File: config.mk
export PLATFORM = sky130hd
export DESIGN_NAME = mpt_divider
export DESIGN_NICKNAME = d
export VERILOG_FILES = /design/src/sv/mpt_pkg.sv /design/src/sv/mpt_divider.sv
export SDC_FILE = /design/constraint.sdc
export NUM_CORES = 1
export LEC_CHECK = 0
export BUFFER_PORTS_ARGS = -buffer_cell sky130_fd_sc_hd__buf_4
export CORE_UTILIZATION = 51
export DETAILED_ROUTE_END_ITERATION = 6
export PLACE_DENSITY = 0.84
export SYNTH_ARGS = -nofsm -noshare
export SYNTH_HDL_FRONTEND = slang
export SYNTH_SLANG_ARGS = --single-unit
File: constraint.sdc
create_clock -name clk -period 8.1 [get_ports clk]
set_input_delay 1.62 -clock clk [delete_from_list [all_inputs] [get_ports clk]]
set_output_delay 1.62 -clock clk [all_outputs]
set_load 0.005 [all_outputs]
File: src/sv/mpt_pkg.sv
// Shared types and constants of the MAC presence table
package mpt_pkg;

    localparam logic [31:0] AGE_LIMIT_RESET = 32'd600000;
    localparam logic [15:0] U16_MAX = 16'hFFFF;

    typedef struct packed {
        logic [47:0] mac_address;
        logic [31:0] now_ms;
    } in_beat_t;

    typedef struct packed {
        logic        hit;
        logic [15:0] entry_id;
        logic [15:0] message_count;
        logic [15:0] mean_interval_ms;
        logic [6:0]  aged_out;
        logic        table_full;
    } out_beat_t;

    typedef struct packed {
        logic [47:0] address;
        logic [31:0] last_seen;
        logic [15:0] count;
        logic [15:0] interval;
        logic [15:0] ident;
    } slot_t;

    typedef struct packed {
        logic        start;
        logic [47:0] dividend;
        logic [16:0] divisor;
    } div_req_t;

endpackage

File: src/sv/mpt_divider.sv
// Restoring divider, one quotient bit per cycle
module mpt_divider
(
    input  logic                clk,
    input  logic                rst_n,
    input  mpt_pkg::div_req_t   req,
    output logic                done,
    output logic [47:0]         quotient
);

    logic [47:0] quot_reg, quot_next;
    logic [16:0] div_reg;
    logic [17:0] rem_reg, rem_next;
    logic [5:0]  cnt_reg, cnt_next;
    logic        busy_reg, busy_next;
    logic        done_reg, done_next;
    logic [17:0] trial;

    always_comb
    begin
        trial      = {rem_reg[16:0], quot_reg[47]} - {1'b0, div_reg};
        quot_next  = quot_reg;
        rem_next   = rem_reg;
        cnt_next   = cnt_reg;
        busy_next  = busy_reg;
        done_next  = 1'b0;
        if (req.start)
        begin
            quot_next = req.dividend;
            rem_next  = '0;
            cnt_next  = '0;
            busy_next = 1'b1;
        end
        else if (busy_reg)
        begin
            if (!trial[17])
            begin
                rem_next  = trial;
                quot_next = {quot_reg[46:0], 1'b1};
            end
            else
            begin
                rem_next  = {rem_reg[16:0], quot_reg[47]};
                quot_next = {quot_reg[46:0], 1'b0};
            end
            cnt_next = cnt_reg + 6'd1;
            if (cnt_reg == 6'd47)
            begin
                busy_next = 1'b0;
                done_next = 1'b1;
            end
        end
    end

    always_ff @(posedge clk or negedge rst_n)
    begin
        if (!rst_n)
        begin
            busy_reg <= 1'b0;
            done_reg <= 1'b0;
            cnt_reg  <= '0;
        end
        else
        begin
            busy_reg <= busy_next;
            done_reg <= done_next;
            cnt_reg  <= cnt_next;
        end
    end

    always_ff @(posedge clk)
    begin
        quot_reg <= quot_next;
        rem_reg  <= rem_next;
        if (req.start)
        begin
            div_reg <= req.divisor;
        end
    end

    assign done     = done_reg;
    assign quotient = quot_reg;

endmodule

==> run metrics <==
status=finished, final reports clean; top cell type's share of synthesized area=42.8%; Post-Syn Area=0.00457 mm²; DRC Markers=0; die height=96.6 µm; worst rel slew slack=59.1%; crit path cell chain=buf_4 -> buf_4 -> nor2_1 -> clkinv_1 -> buf_4; Via density=5.51; I/O pin count=117; P&R area growth vs syn=25.3%; final-stage net count=570; Pwr Density=256 mW/mm²; sequential-to-total area share from yosys stat=54.6%; share of layout cells above drive strength 1=38.7%; Met1 Wirelength=4.10 mm; register area=0.00249 mm²; antenna violations before repair=0; drt pass-1 iters=5; crit path time final=3.52 ns; Core Region=0.00868 mm²; worst skew pair latency=0.37 ns; Antenna Cells=0; RD Place Congestion=0.843; die width=96.6 µm; GRT Total Usage=20.7%; setup total negative slack=0 ns; multi-input logic area=0.00193 mm²; row cnt=34; CTS tree=yes; final worst path period share=43.5%; global-route wire length before repair=15.5 mm; Post-DRT Antenna Nets=0; Setup Skew=0.0107 ns; met2 wire length=4.62 mm; Slew @ Worst Pin=0.613 ns; met3 routed WL=770 µm; fillers=680; fin. max-slew vios=0; startpoint types=primary input; total gr overflow=0; Hold Fails Final Rpt=0; final hold slack=0.503 ns; Max VDD drop=134 µV; largest area contributor in the netlist=edfxtp_1; uppermost layer routed=met4; dpl hpwl=6.83 mm; vias in the first global route=3327; Reg clk slew, reported paths=0.09 ns; Seq cells post-synth=90; YS warnings=0; min-delay worst type=flip-flop to flip-flop; Distinct cells, synth=52; root buffer cell=clkbuf_8; CP delay by family, top=buffers and inverters; Data required, critical path=8.10 ns; WL/cell=16.1 µm; max reg flops=48; leading cell type in the layout, fill and taps excluded=buf_4; fmax=284 MHz; Longest Clk Path Bufs=2; starting density of the core=52.6%; CTS H-tree depth=3; initial DRC count=191; setup bufs post-CTS=0; crit path kind=primary input to flip-flop; Synth area leaders=edfxtp_1, mux2_2, dfxtp_1; top_reg_cell synth=edfxtp_1; Setup violations, final=0; number of buffers created by CTS=9; number of enable flip-flop cells after synthesis=65; RSZ-0062 raised after global routing=false; post_cts resized=0; CP Buf/Inv Count=4; Hold Buf Count CTS=0; Synth Instances=367; die area=0.00933 mm²; Most common cell on crit path=buf_4; clock sink count=90; WP data arrival=3.53 ns; input/output buffers=116; via count=3285; largest net degree at the start of global routing=54; most frequent cells in the layout=buf_4, edfxtp_1, mux2_2; post-synthesis async set-or-reset flop share=8.89%; Worst path max stage delay=0.61 ns; leak pwr=2.48 nW; syn_area_per_cell=12.4 µm²; final WL=9.59 mm; CP Capture Type=flip-flop; max cap viols=0; critical path's slowest cell=buf_4; Net Count, Synth=454; CP Max Fanout=53
per-stage QoR:
step | cells | utilization [%] | power [mW] | instance area (µm²) | setup WS, ns
global route | 596 | 65.9 | 1.55 | 5720 | 4.45
floorplan | 367 | - | 1.02 | 4570 | 4.72
finish | 596 | 65.9 | 1.46 | 5720 | 4.58
global placement | 580 | 63.8 | 1.15 | 5540 | 4.27
CTS | 596 | 65.9 | 1.47 | 5720 | 4.60
detailed placement | 580 | 63.8 | 1.17 | 5540 | 4.18
synth_stat cells (2+ instances only):
library cell and n:
a211o_1 2, a211oi_1 9, nor2b_1 5, o31a_1 2, buf_1 3, a21oi_1 10, ha_1 18, xor2_1 7
inv_1 22, o31ai_1 2, dfxtp_1 17, and3_1 3, nor3_1 6, o21a_1 3, mux2_2 48, clkbuf_1 10
nand2_1 15, a22o_1 2, nor4b_1 2, nor4_1 2, edfxtp_1 65, nand3_1 5, nor2_1 26, dfrtp_1 8
nand2b_1 7, mux2i_1 10, xnor2_1 9, a21o_1 9, nand4_1 4, o21ai_0 10, nor3b_1 3, a32oi_1 2
a311oi_1 2
path summary, 6_finish.rpt:
check / from / endpoint / slack (ns) / depth (start not counted)
min in group asynchronous: rst_n / cnt_reg[3] / 1.06 / 1
max in group asynchronous: rst_n / cnt_reg[4] / 6.91 / 1
hold reg to reg: rem_reg[7] / rem_reg[7] / 0.50 / 2
setup / recovery: req[65] / quotient[6] / 4.58 / 5
hold / removal: rem_reg[7] / rem_reg[7] / 0.50 / 2
setup reg to reg: quotient[47] / rem_reg[11] / 5.16 / 10
tightest hold or removal path: cells and delay by family (launching register included):
family | cells | cell delay [ns]
flip-flops | 1 | 0.34
AND/OR/NAND/NOR | 2 | 0.13
routing by layer:
| metal | vias up | GRT usage, % |
|---|---|---|
| met2 | 114 | 34.7 |
| met4 | 0 | 5.05 |
| met1 | 1567 | 24.9 |
| met3 | 8 | 8.24 |
| met5 | - | 0 |
| li1 | 1596 | - |
layout make-up:
| class | instances | share of cell area, % |
|---|---|---|
| well taps | 108 | 2.36 |
| inverters | 22 | 1.44 |
| clock inverters | 7 | 1.03 |
| flip-flops and latches | 90 | 43.6 |
| repair buffers | 119 | 15.6 |
| multi-input cells | 241 | 33.8 |
| clock buffers | 9 | 2.17 |
where the power goes:
part,total (mW),internal [mW],switching (mW)
Combinational,0.544,0.278,0.266
Clock,0.293,0.118,0.175
Sequential,0.625,0.571,0.0538
Total,1.46,0.967,0.495
cells by family after synthesis:
logic type | count (synthesis) | synth area share [%]
fa+ha+maj | 19 | 5.37
buf+inv | 36 | 3.04
simple gates | 84 | 9.40
xor+xnor | 16 | 3.07
flops | 90 | 54.6
compound gates | 62 | 9.67
mux | 60 | 14.9
No activity file was read; power rests on OpenSTA's default activity.
